===== config.mk =====
export PLATFORM = sky130hd
export DESIGN_NAME = sync_length_crc_deframer
export DESIGN_NICKNAME = d
export VERILOG_FILES = /design/src/design/sld_pkg.sv /design/src/design/sld_in_stage.sv /design/src/design/sld_frame_core.sv /design/src/design/sld_out_stage.sv /design/src/design/sync_length_crc_deframer.sv
export SDC_FILE = /design/constraint.sdc
export NUM_CORES = 1
export LEC_CHECK = 0
export BUFFER_PORTS_ARGS = -buffer_cell sky130_fd_sc_hd__buf_2
export CAP_MARGIN = 25
export CORE_MARGIN = 2
export CORE_UTILIZATION = 25
export DETAILED_ROUTE_END_ITERATION = 8
export GPL_ROUTABILITY_DRIVEN = 0
export GPL_TIMING_DRIVEN = 0
export PLACE_DENSITY_LB_ADDON = 0.05
export SLEW_MARGIN = 40
export SYNTH_ARGS = -nofsm -noshare
export SYNTH_HDL_FRONTEND = slang
export SYNTH_SLANG_ARGS = --single-unit

===== constraint.sdc =====
create_clock -name clk -period 7.1 [get_ports clk]
set_input_delay 1.775 -clock clk [delete_from_list [all_inputs] [get_ports clk]]
set_output_delay 1.775 -clock clk [all_outputs]
set_load 0.02 [all_outputs]

===== src/design/sld_pkg.sv =====
// Shared types, constants and the CRC byte update for the sync/length/CRC deframer.
// Depends on nothing; every module of the deframer imports it.
`default_nettype none

package sld_pkg;

	localparam logic [7:0]  SYNC_FIRST  = 8'hA5;
	localparam logic [7:0]  SYNC_SECOND = 8'h5A;
	localparam logic [15:0] CRC_INIT    = 16'hFFFF;
	localparam logic [15:0] CRC_POLY    = 16'h1021;

	// Header offsets of the little-endian payload length.
	localparam int OFF_LEN_LO = 4;
	localparam int OFF_LEN_HI = 5;

	// Width of a frame length: header plus a 16-bit payload length plus two CRC bytes.
	localparam int TOTAL_W = 17;
	localparam int CFG_W   = 9;

	typedef enum logic [2:0] {
		ST_MORE      = 3'd0,
		ST_GOOD      = 3'd1,
		ST_CRC_BAD   = 3'd2,
		ST_WRONG_LEN = 3'd3,
		ST_TOO_LONG  = 3'd4,
		ST_SYNC_LOST = 3'd5
	} status_t;

	typedef struct packed {
		logic [7:0]  frame_byte;
		logic [7:0]  byte_offset;
		logic        frame_end;
		status_t     frame_status;
		logic [31:0] good_frames;
		logic [31:0] crc_failures;
	} result_t;

	// CRC-16/CCITT-FALSE over one byte, MSB first.
	function automatic logic [15:0] crc_byte(input logic [15:0] crc, input logic [7:0] b);
		logic [15:0] c;
		c = crc ^ {b, 8'h00};
		for (int k = 0; k < 8; k++) begin
			if (c[15]) begin
				c = {c[14:0], 1'b0} ^ CRC_POLY;
			end else begin
				c = {c[14:0], 1'b0};
			end
		end
		return c;
	endfunction

endpackage

`default_nettype wire


===== src/design/sld_in_stage.sv =====
// Input register of the deframer: holds one received byte until the core takes it.
// Depends on sld_pkg.
`default_nettype none

module sld_in_stage
	import sld_pkg::*;
(
	input  wire logic       clk,
	input  wire logic       arst_n,
	input  wire logic       s_tvalid,
	output logic            s_tready,
	input  wire logic [7:0] s_tdata,
	input  wire logic       advance,
	output logic            valid_s1,
	output logic [7:0]      byte_s1
);

	// A new byte may enter when the stage is empty or its byte moves on this cycle.
	assign s_tready = !valid_s1 || advance;

	always_ff @(posedge clk or negedge arst_n) begin
		if (!arst_n) begin
			valid_s1 <= 1'b0;
		end else if (s_tvalid && s_tready) begin
			valid_s1 <= 1'b1;
		end else if (advance) begin
			valid_s1 <= 1'b0;
		end
	end

	always_ff @(posedge clk) begin
		if (s_tvalid && s_tready) begin
			byte_s1 <= s_tdata;
		end
	end

endmodule

`default_nettype wire


===== src/design/sld_frame_core.sv =====
// Frame state of the deframer: sync hunt, length latch, running CRC and counters.
// Depends on sld_pkg for the CRC update, status codes and the result type.
`default_nettype none

module sld_frame_core
	import sld_pkg::*;
#(
	parameter int BUFFER_BYTES = 256,
	parameter int HEADER_BYTES = 12
) (
	input  wire logic             clk,
	input  wire logic             arst_n,
	input  wire logic             step,
	input  wire logic [7:0]       rx_byte,
	input  wire logic [CFG_W-1:0] frame_len_cfg,
	output logic                  res_valid,
	output result_t               res
);

	localparam int FW = $clog2(BUFFER_BYTES);

	logic [FW-1:0]      fill_q, fill_d;
	logic [15:0]        crc_q, crc_d;
	logic [15:0]        plen_q, plen_d;
	logic [7:0]         crc_lo_q, crc_lo_d;
	logic [31:0]        good_q, good_d;
	logic [31:0]        bad_q, bad_d;

	logic               is_first;
	logic [FW:0]        fill_inc;
	logic [15:0]        crc_base, crc_new, plen_base, plen_new;
	logic [7:0]         lo_base, lo_new;
	logic [TOTAL_W-1:0] crc_end_pos, total, off_t, inc_t;
	logic               crc_upd, past_hdr, at_end, too_long, len_ok, crc_ok;
	status_t            st;
	logic               fend;

	assign is_first  = (fill_q == '0);
	assign fill_inc  = {1'b0, fill_q} + (FW + 1)'(1);
	assign crc_base  = is_first ? CRC_INIT : crc_q;
	assign plen_base = is_first ? 16'h0000 : plen_q;
	assign lo_base   = is_first ? 8'h00 : crc_lo_q;

	always_comb begin
		plen_new = plen_base;
		if (fill_q == FW'(OFF_LEN_LO)) begin
			plen_new = {plen_base[15:8], rx_byte};
		end else if (fill_q == FW'(OFF_LEN_HI)) begin
			plen_new = {rx_byte, plen_base[7:0]};
		end
	end

	// The CRC covers every byte before the two trailing CRC bytes.
	assign crc_end_pos = TOTAL_W'(HEADER_BYTES) + TOTAL_W'(plen_new);
	assign total       = crc_end_pos + TOTAL_W'(2);
	assign off_t       = TOTAL_W'(fill_q);
	assign inc_t       = TOTAL_W'(fill_inc);
	assign crc_upd     = (off_t < TOTAL_W'(HEADER_BYTES)) || (off_t < crc_end_pos);
	assign crc_new     = crc_upd ? crc_byte(crc_base, rx_byte) : crc_base;
	assign lo_new      = (!crc_upd && off_t == crc_end_pos) ? rx_byte : lo_base;
	assign past_hdr    = (inc_t >= TOTAL_W'(HEADER_BYTES));
	assign at_end      = past_hdr && (inc_t == total);
	assign too_long    = past_hdr && !at_end && (total > TOTAL_W'(BUFFER_BYTES));
	assign len_ok      = (TOTAL_W'(frame_len_cfg) == total);
	assign crc_ok      = ({rx_byte, lo_new} == crc_new);

	always_comb begin
		fill_d    = fill_q;
		crc_d     = crc_q;
		plen_d    = plen_q;
		crc_lo_d  = crc_lo_q;
		good_d    = good_q;
		bad_d     = bad_q;
		res_valid = 1'b0;
		st        = ST_MORE;
		fend      = 1'b0;
		priority if (is_first && rx_byte != SYNC_FIRST) begin
			// Still hunting: the byte is dropped silently.
			res_valid = 1'b0;
		end else if (fill_q == FW'(1) && rx_byte != SYNC_SECOND) begin
			res_valid = 1'b1;
			fend      = 1'b1;
			st        = ST_SYNC_LOST;
			fill_d    = '0;
		end else begin
			res_valid = 1'b1;
			crc_d     = crc_new;
			plen_d    = plen_new;
			crc_lo_d  = lo_new;
			fill_d    = fill_inc[FW-1:0];
			if (at_end) begin
				fend   = 1'b1;
				fill_d = '0;
				if (!len_ok) begin
					st = ST_WRONG_LEN;
				end else if (crc_ok) begin
					st     = ST_GOOD;
					good_d = good_q + 32'd1;
				end else begin
					st    = ST_CRC_BAD;
					bad_d = bad_q + 32'd1;
				end
			end else if (too_long) begin
				fend   = 1'b1;
				st     = ST_TOO_LONG;
				fill_d = '0;
			end
		end
		res.frame_byte   = rx_byte;
		res.byte_offset  = 8'(fill_q);
		res.frame_end    = fend;
		res.frame_status = st;
		res.good_frames  = good_d;
		res.crc_failures = bad_d;
	end

	always_ff @(posedge clk or negedge arst_n) begin
		if (!arst_n) begin
			fill_q   <= '0;
			crc_q    <= CRC_INIT;
			plen_q   <= '0;
			crc_lo_q <= '0;
			good_q   <= '0;
			bad_q    <= '0;
		end else if (step) begin
			fill_q   <= fill_d;
			crc_q    <= crc_d;
			plen_q   <= plen_d;
			crc_lo_q <= crc_lo_d;
			good_q   <= good_d;
			bad_q    <= bad_d;
		end
	end

`ifndef ASSERT_OFF
	a_fill_in_buffer: assert property (@(posedge clk) disable iff (!arst_n)
		TOTAL_W'(fill_q) < TOTAL_W'(BUFFER_BYTES))
		else $error("fill index ran past the buffer");

	a_end_restarts: assert property (@(posedge clk) disable iff (!arst_n)
		step && res_valid && res.frame_end |=> fill_q == '0)
		else $error("frame end did not return to sync hunt");

	a_silent_only_hunting: assert property (@(posedge clk) disable iff (!arst_n)
		step && !res_valid |-> is_first ##1 fill_q == '0)
		else $error("byte dropped outside sync hunt");

	a_good_count_on_good: assert property (@(posedge clk) disable iff (!arst_n)
		step && !(res_valid && res.frame_status == ST_GOOD) |=> $stable(good_q))
		else $error("good counter moved without a good frame");
`endif

endmodule

`default_nettype wire


===== src/design/sld_out_stage.sv =====
// Result register of the deframer: holds one result until the sink takes it.
// Depends on sld_pkg for the result type.
`default_nettype none

module sld_out_stage
	import sld_pkg::*;
(
	input  wire logic    clk,
	input  wire logic    arst_n,
	input  wire logic    load,
	input  wire result_t res,
	output logic         can_load,
	output logic         m_tvalid,
	input  wire logic    m_tready,
	output logic [79:0]  m_tdata,
	output logic [2:0]   m_tuser,
	output logic         m_tlast
);

	result_t res_q;

	assign can_load = !m_tvalid || m_tready;

	always_ff @(posedge clk or negedge arst_n) begin
		if (!arst_n) begin
			m_tvalid <= 1'b0;
		end else if (load) begin
			m_tvalid <= 1'b1;
		end else if (m_tready) begin
			m_tvalid <= 1'b0;
		end
	end

	always_ff @(posedge clk) begin
		if (load) begin
			res_q <= res;
		end
	end

	assign m_tdata = {res_q.crc_failures, res_q.good_frames, res_q.byte_offset, res_q.frame_byte};
	assign m_tuser = res_q.frame_status;
	assign m_tlast = res_q.frame_end;

endmodule

`default_nettype wire


===== src/design/sync_length_crc_deframer.sv =====
// Top level of the byte-stream deframer with sync hunt, length field and CRC-16 check.
// Depends on sld_pkg, sld_in_stage, sld_frame_core and sld_out_stage.
`default_nettype none

// The deframer takes one received byte per transaction and hunts for the sync
// pair A5 5A. Header bytes 4 and 5 carry the little-endian payload length, and
// a frame spans the header, the payload and a trailing little-endian
// CRC-16/CCITT-FALSE taken over header and payload. Every byte of a frame,
// from the first sync byte on, comes back as one result transaction with its
// offset; bytes seen while hunting give no result. The result that closes or
// aborts a frame has tlast high and a status in tuser: good, CRC mismatch,
// total length other than the configured one, longer than the buffer, or
// second sync byte missing. Both frame counters wrap at 32 bits. The block
// sustains one byte per clock cycle while the sink takes every result: a
// byte passes an input register and then the frame state update (one byte
// of CRC, the length add and compares) writes the result register. While a
// result waits in the result register, one more byte can still enter the
// input register; s_tready then stays low until the sink takes the result
// and rises in the same cycle as m_tready. The user must write the frame
// length register through its own port only while no frame traffic is in
// flight; the block itself does not enforce this. A write takes effect on
// the next byte.

module sync_length_crc_deframer
	import sld_pkg::*;
#(
	parameter int BUFFER_BYTES = 256,
	parameter int HEADER_BYTES = 12
) (
	input  wire logic             clk,
	input  wire logic             arst_n,
	// Received bytes. s_tdata: [7:0] rx_byte.
	input  wire logic             s_tvalid,
	output logic                  s_tready,
	input  wire logic [7:0]       s_tdata,
	// Results. m_tdata: [7:0] frame_byte, [15:8] byte_offset,
	// [47:16] good_frames, [79:48] crc_failures. m_tuser: [2:0] frame_status.
	// m_tlast: frame_end.
	output logic                  m_tvalid,
	input  wire logic             m_tready,
	output logic [79:0]           m_tdata,
	output logic [2:0]            m_tuser,
	output logic                  m_tlast,
	// Accepted total frame length register.
	input  wire logic             cfg_valid,
	output logic                  cfg_ready,
	input  wire logic [CFG_W-1:0] cfg_data
);

	logic             valid_s1;
	logic [7:0]       byte_s1;
	logic             can_load;
	logic             advance;
	logic             res_valid;
	result_t          res;
	logic [CFG_W-1:0] frame_len_q;

	// A byte leaves the input register whenever the result register can take
	// whatever it produces.
	assign advance = valid_s1 && can_load;

	// The length register is always writable.
	assign cfg_ready = 1'b1;

	always_ff @(posedge clk or negedge arst_n) begin
		if (!arst_n) begin
			frame_len_q <= CFG_W'(134);
		end else if (cfg_valid && cfg_ready) begin
			frame_len_q <= cfg_data;
		end
	end

	sld_in_stage u_in (
		.clk      (clk),
		.arst_n   (arst_n),
		.s_tvalid (s_tvalid),
		.s_tready (s_tready),
		.s_tdata  (s_tdata),
		.advance  (advance),
		.valid_s1 (valid_s1),
		.byte_s1  (byte_s1)
	);

	sld_frame_core #(
		.BUFFER_BYTES (BUFFER_BYTES),
		.HEADER_BYTES (HEADER_BYTES)
	) u_core (
		.clk           (clk),
		.arst_n        (arst_n),
		.step          (advance),
		.rx_byte       (byte_s1),
		.frame_len_cfg (frame_len_q),
		.res_valid     (res_valid),
		.res           (res)
	);

	sld_out_stage u_out (
		.clk      (clk),
		.arst_n   (arst_n),
		.load     (advance && res_valid),
		.res      (res),
		.can_load (can_load),
		.m_tvalid (m_tvalid),
		.m_tready (m_tready),
		.m_tdata  (m_tdata),
		.m_tuser  (m_tuser),
		.m_tlast  (m_tlast)
	);

endmodule

`default_nettype wire

## After elaboration in Yosys (flattened, before gate mapping)

Cells that the tools add are included.

- Output and inout bits: 87
- Register bits after elaboration: 215

- Bitwise gates (word level): 11
- Order comparisons: 4
- Reduce and logical (&&, ||, !) cells: 22
- Add/sub/neg operators: 5
- Equality and inequality tests: 9
- Mux-type cells: 41

Operator list:

| kind | number |
|---|---|
| $mux 32 | 10 |
| $mux 13 | 8 |
| $mux 16 | 5 |
| $add 32x1->32 const B | 2 |
| $mux 8 | 5 |
| $eq 9x17->1 | 2 |
| $not 3->3 | 8 |
| $add 17x2->17 const B | 1 |
| $add 4x16->17 const A | 1 |
| $eq 8x17->1 | 1 |
| $gt 17x9->1 const B | 1 |
| $lt 8x17->1 | 1 |
| $eq 16x16->1 | 1 |
| $eq 8x3->1 const B | 2 |
| $xor 16x16->16 | 1 |
| $mux 3 | 4 |
| $add 8x1->9 const B | 1 |
| $ge 9x4->1 const B | 1 |
| $logic_and 1x1->1 | 9 |
| $eq 8x1->1 const B | 1 |
| $logic_not 8->1 | 1 |
| $lt 8x4->1 const B | 1 |
| $mux 1 | 8 |
| $ne 8x7->1 const B | 1 |
| other kinds (9) | 16 |

## Depth between registers and ports, before layout

- Word-level depth: 26
- Gate-level depth with buffers: 28
- Mapped depth without buffers: 25

## Cells and area by module

From an unflattened synthesis, not the netlist that was laid out.

- Cell total of the unflattened synthesis: 1228
- Area, all modules: 12649.6 µm²

By module, submodules not included:

| module | cells each | area each (µm²) | sequential area each (µm²) | instances |
|---|---|---|---|---|
| sld_frame_core | 1106 | 9386.5 | 2822.7 | 1 |
| sld_out_stage | 87 | 2570.0 | 2547.4 | 1 |
| sync_length_crc_deframer | 23 | 399.1 | 229.0 | 1 |
| sld_in_stage | 12 | 294.0 | 265.3 | 1 |

## Least setup slack after synthesis

OpenSTA, ideal clock, no wires.

- Path type: flip-flop to flip-flop
- Start point: reg u_core.fill_q[4]
- End point: reg u_out.res_q (netlist bit u_out.m_tdata[33]) (data pin)
- Data required time: 6836 ps
- Arrival: 6323 ps
- Path buffers: 5
- Cell stages (with the launch flop): 25
- Path slack: 513 ps
- Setup time: 264 ps
- Cell sequence: dfrtp_1 or4_1 buf_2 buf_1 nor2_2 mux2i_1 ha_1 or3_1 and2_0 ha_1 nand3_1 a21oi_1 o311ai_0 a22oi_1 nand3_1 a2111oi_4 clkbuf_1 mux2i_1 o21ai_0 or4_1 or4_1 buf_2 buf_2 nor4_1 xnor2_1

RTL lines:

| item | line | text |
|---|---|---|
| from (decl) | sld_frame_core.sv:22 | `logic [FW-1:0] fill_q, fill_d;` |
| from (signal assigned) | sld_frame_core.sv:126 | `fill_q <= fill_d;` |
| to (signal assigned) | sld_out_stage.sv:36 | `res_q <= res;` |
| to (decl) | sld_out_stage.sv:20 | `result_t res_q;` |

==> run metrics <==
Synth async-reset ratio 0.572; Net Sw Power between 2 and 3 mW; post-route ant nets 0; Comb pwr share 0.482; Initial Util 0.252; total of warnings raised by yosys 0; Crit Path Max Fanout 10; P_int roughly 3.6 mW; Clock Sink Count approximately 220; Final #Nets 1427; Remaining Overflow, GRT 0; average cell area after synthesis 9.89 sq um; # rows between 80 and 90; status completed; Horiz. Die Dim between 200 and 250 um; CTS Buf Count 28; final instance area around 15000 sq um; All-Layer GR Usage 0.151; Netlist cell types 69; Net Count, Synth about 1300; synth top area cells edfxtp_1, dfrtp_1, xor2_1, xnor2_1, dfstp_2; Max VDD drop approximately 0.18 mV; Syn Inst Count roughly 1200; MaxCap Viol Count 0; Slew HR 0.448; latest clock arrival within the worst-skew pair a little under 0.6 ns; final wirelength ~38000 um; Final Skew approximately 0.03 ns; largest net degree at the start of global routing 56; number of fill cells 5085; DR vias ~9500; sw frac 0.433; CTS tree done; Achievable Freq approximately 150 MHz; Yosys reg bits ~220; routed len/inst about 18 um; Vias/cell ~4.6; n_diodes 0; number of global-route vias before repair 9599; first-pass GRT wire length approximately 59000 um; Clk pwr share 0.229; min Tclk post-route between 6 and 7 ns; Pre-antenna DRT Iters 5; predominant post-synthesis flop cell dfrtp_1; area delta synth->final 22.1%; IO buf count around 110; crit path DAT between 7 and 8 ns; Crit path required time between 7 and 8 ns; die height about 230 um; DRC violations left 0; top cell type's share of synthesized area 0.225; power per cell area approximately 430 nW/um^2; clk slew on worst S/H paths 0.06 ns; Hold Buf Count CTS 0; Setup crit start kind flip-flop; antenna violations before repair 0; Post-synth top cells xor2_1, nand2_1, nor2_1; DP HPWL roughly 28000 um; share of cells above drive strength 1 0.185; Max Buffers Root-to-Sink 3; crit end category flip-flop; Leakage 6.36 nW; Post-synth EDFFs 92; DIE AREA roughly 50000 sq um; most common cell in the netlist xor2_1; Post-DP Area approximately 14000 sq um; Sequential Power Share 0.290; Core Region ~50000 sq um; Min Hold Slack ~0.46 ns; H-tree levels 1; I/O pin total roughly 110; Synth area leader edfxtp_1; total negative slack 0 ns; critical path class flip-flop to flip-flop; clk root buf clkbuf_16; Worst-Margin Slew just over 0.8 ns; DRT iter0 DRCs about 640; Final Cycle Share 0.957; mapped cell area 12300 sq um; setup-violating endpoint count in the final report 0; Hold Path Class flip-flop to flip-flop; sequential area share after synthesis 0.477; final hold violation count 0; fin. max-slew vios 0
-- sequential cells by signal, summed over array words and instances, names as in the netlist, 3 cells and up --
name,flops
u_out.m_tuser,3
u_out.m_tdata,80
u_core.plen_q,16
frame_len_q,9
u_core.fill_q,8
u_core.bad_q,32
u_core.crc_q,16
u_core.crc_lo_q,8
u_core.good_q,32
u_in.byte_s1,8
-- cell usage in the layout (no fill, tap or decap), types with 43 or more instances in the layout --
master / count
xor2_1: 146
nand2_1: 116
nor2_1: 110
buf_2: 108
dfrtp_1: 101
edfxtp_1: 92
xnor2_1: 70
nor3_1: 68
clkbuf_1: 55
nand3_1: 43
-- critical path, cell delays in order, from the launching register on --
cell and delay (ns):
dfrtp_1 0.51, or4_1 0.55, buf_4 0.20, buf_4 0.20, nor2_4 0.16, mux2i_4 0.10
ha_4 0.20, or3_1 0.38, and2_2 0.22, ha_1 0.31, nand3_1 0.11, a21oi_1 0.14
o311ai_0 0.16, a22oi_2 0.28, nand3_2 0.14, a2111oi_4 0.41, buf_4 0.22, mux2i_1 0.21
xor2_1 0.11, or4_4 0.62, or4_1 0.50, buf_2 0.18, buf_4 0.20, nor4_2 0.30
xnor2_1 0.13
-- worst paths after layout --
| check | slack, ns | cells past startpoint | start | to |
|---|---|---|---|---|
| max | 0.31 | 24 | u_core.fill_q[7] | u_out.m_tdata[33] |
| min | 0.46 | 0 | u_in.byte_s1[5] | u_out.m_tdata[5] |
| max reg2reg | 0.31 | 24 | u_core.fill_q[7] | u_out.m_tdata[33] |
| min reg2reg | 0.46 | 0 | u_in.byte_s1[5] | u_out.m_tdata[5] |
| max in group asynchronous | 5.13 | 3 | arst_n | u_core.crc_q[13] |
| min in group asynchronous | 1.06 | 1 | arst_n | u_core.crc_lo_q[7] |
-- power groups by stage --
stage / clock network, mW / registers (mW) / logic, mW
global placement: 0 / 1.91 / 2.99
CTS: 1.53 / 1.86 / 3.11
finish: 1.47 / 1.86 / 3.09
global route: 1.57 / 1.89 / 3.42
detailed placement: 0 / 1.88 / 3.02
floorplan: 0 / 2.05 / 1.90
-- metrics by stage --
stage                     instances  total power, mW  utilization  setup slack [ns]
after floorplan                1243             3.95            -             0.513
after global placement         2013             4.90        0.280             -2.03
after detailed placement       2017             4.90        0.283             -1.64
after CTS                      2073             6.50        0.305            0.0301
after global routing           2075             6.89        0.308           -0.0296
final                          2075             6.42        0.308             0.308
-- cell families after synthesis --
group / synth area share
simple gates: 0.204
xor+xnor: 0.156
flops: 0.477
compound gates: 0.0817
buf+inv: 0.0321
mux: 0.0328
fa+ha+maj: 0.0163
other cells: 0.000305
-- per-layer routing --
metal,global-route usage,part of all wire,vias up
li1,-,-,4699
met1,0.211,0.48,4651
met2,0.246,0.46,148
met3,0.0216,0.035,43
met4,0.0350,0.020,0
met5,0,0,-
-- cell type report --
class | count | area, sq um | share of cell area
plain buffers | 70 | 312 | 0.0208
repair buffers | 117 | 683 | 0.0455
well taps | 664 | 831 | 0.0553
clock inverters | 16 | 175 | 0.0117
multi-input cells | 928 | 6260 | 0.417
clock buffers | 36 | 771 | 0.0513
flip-flops and latches | 215 | 5870 | 0.391
inverters | 29 | 114 | 0.00758
-- repair_timing --
| item | CTS | global route |
|---|---|---|
| pin swaps | 5 | 5 |
| endpoints found under the setup margin | 133 | 110 |
| setup buffers | 5 | 2 |
| resized for setup | 24 | 36 |
(Power assumes the default switching activity.)
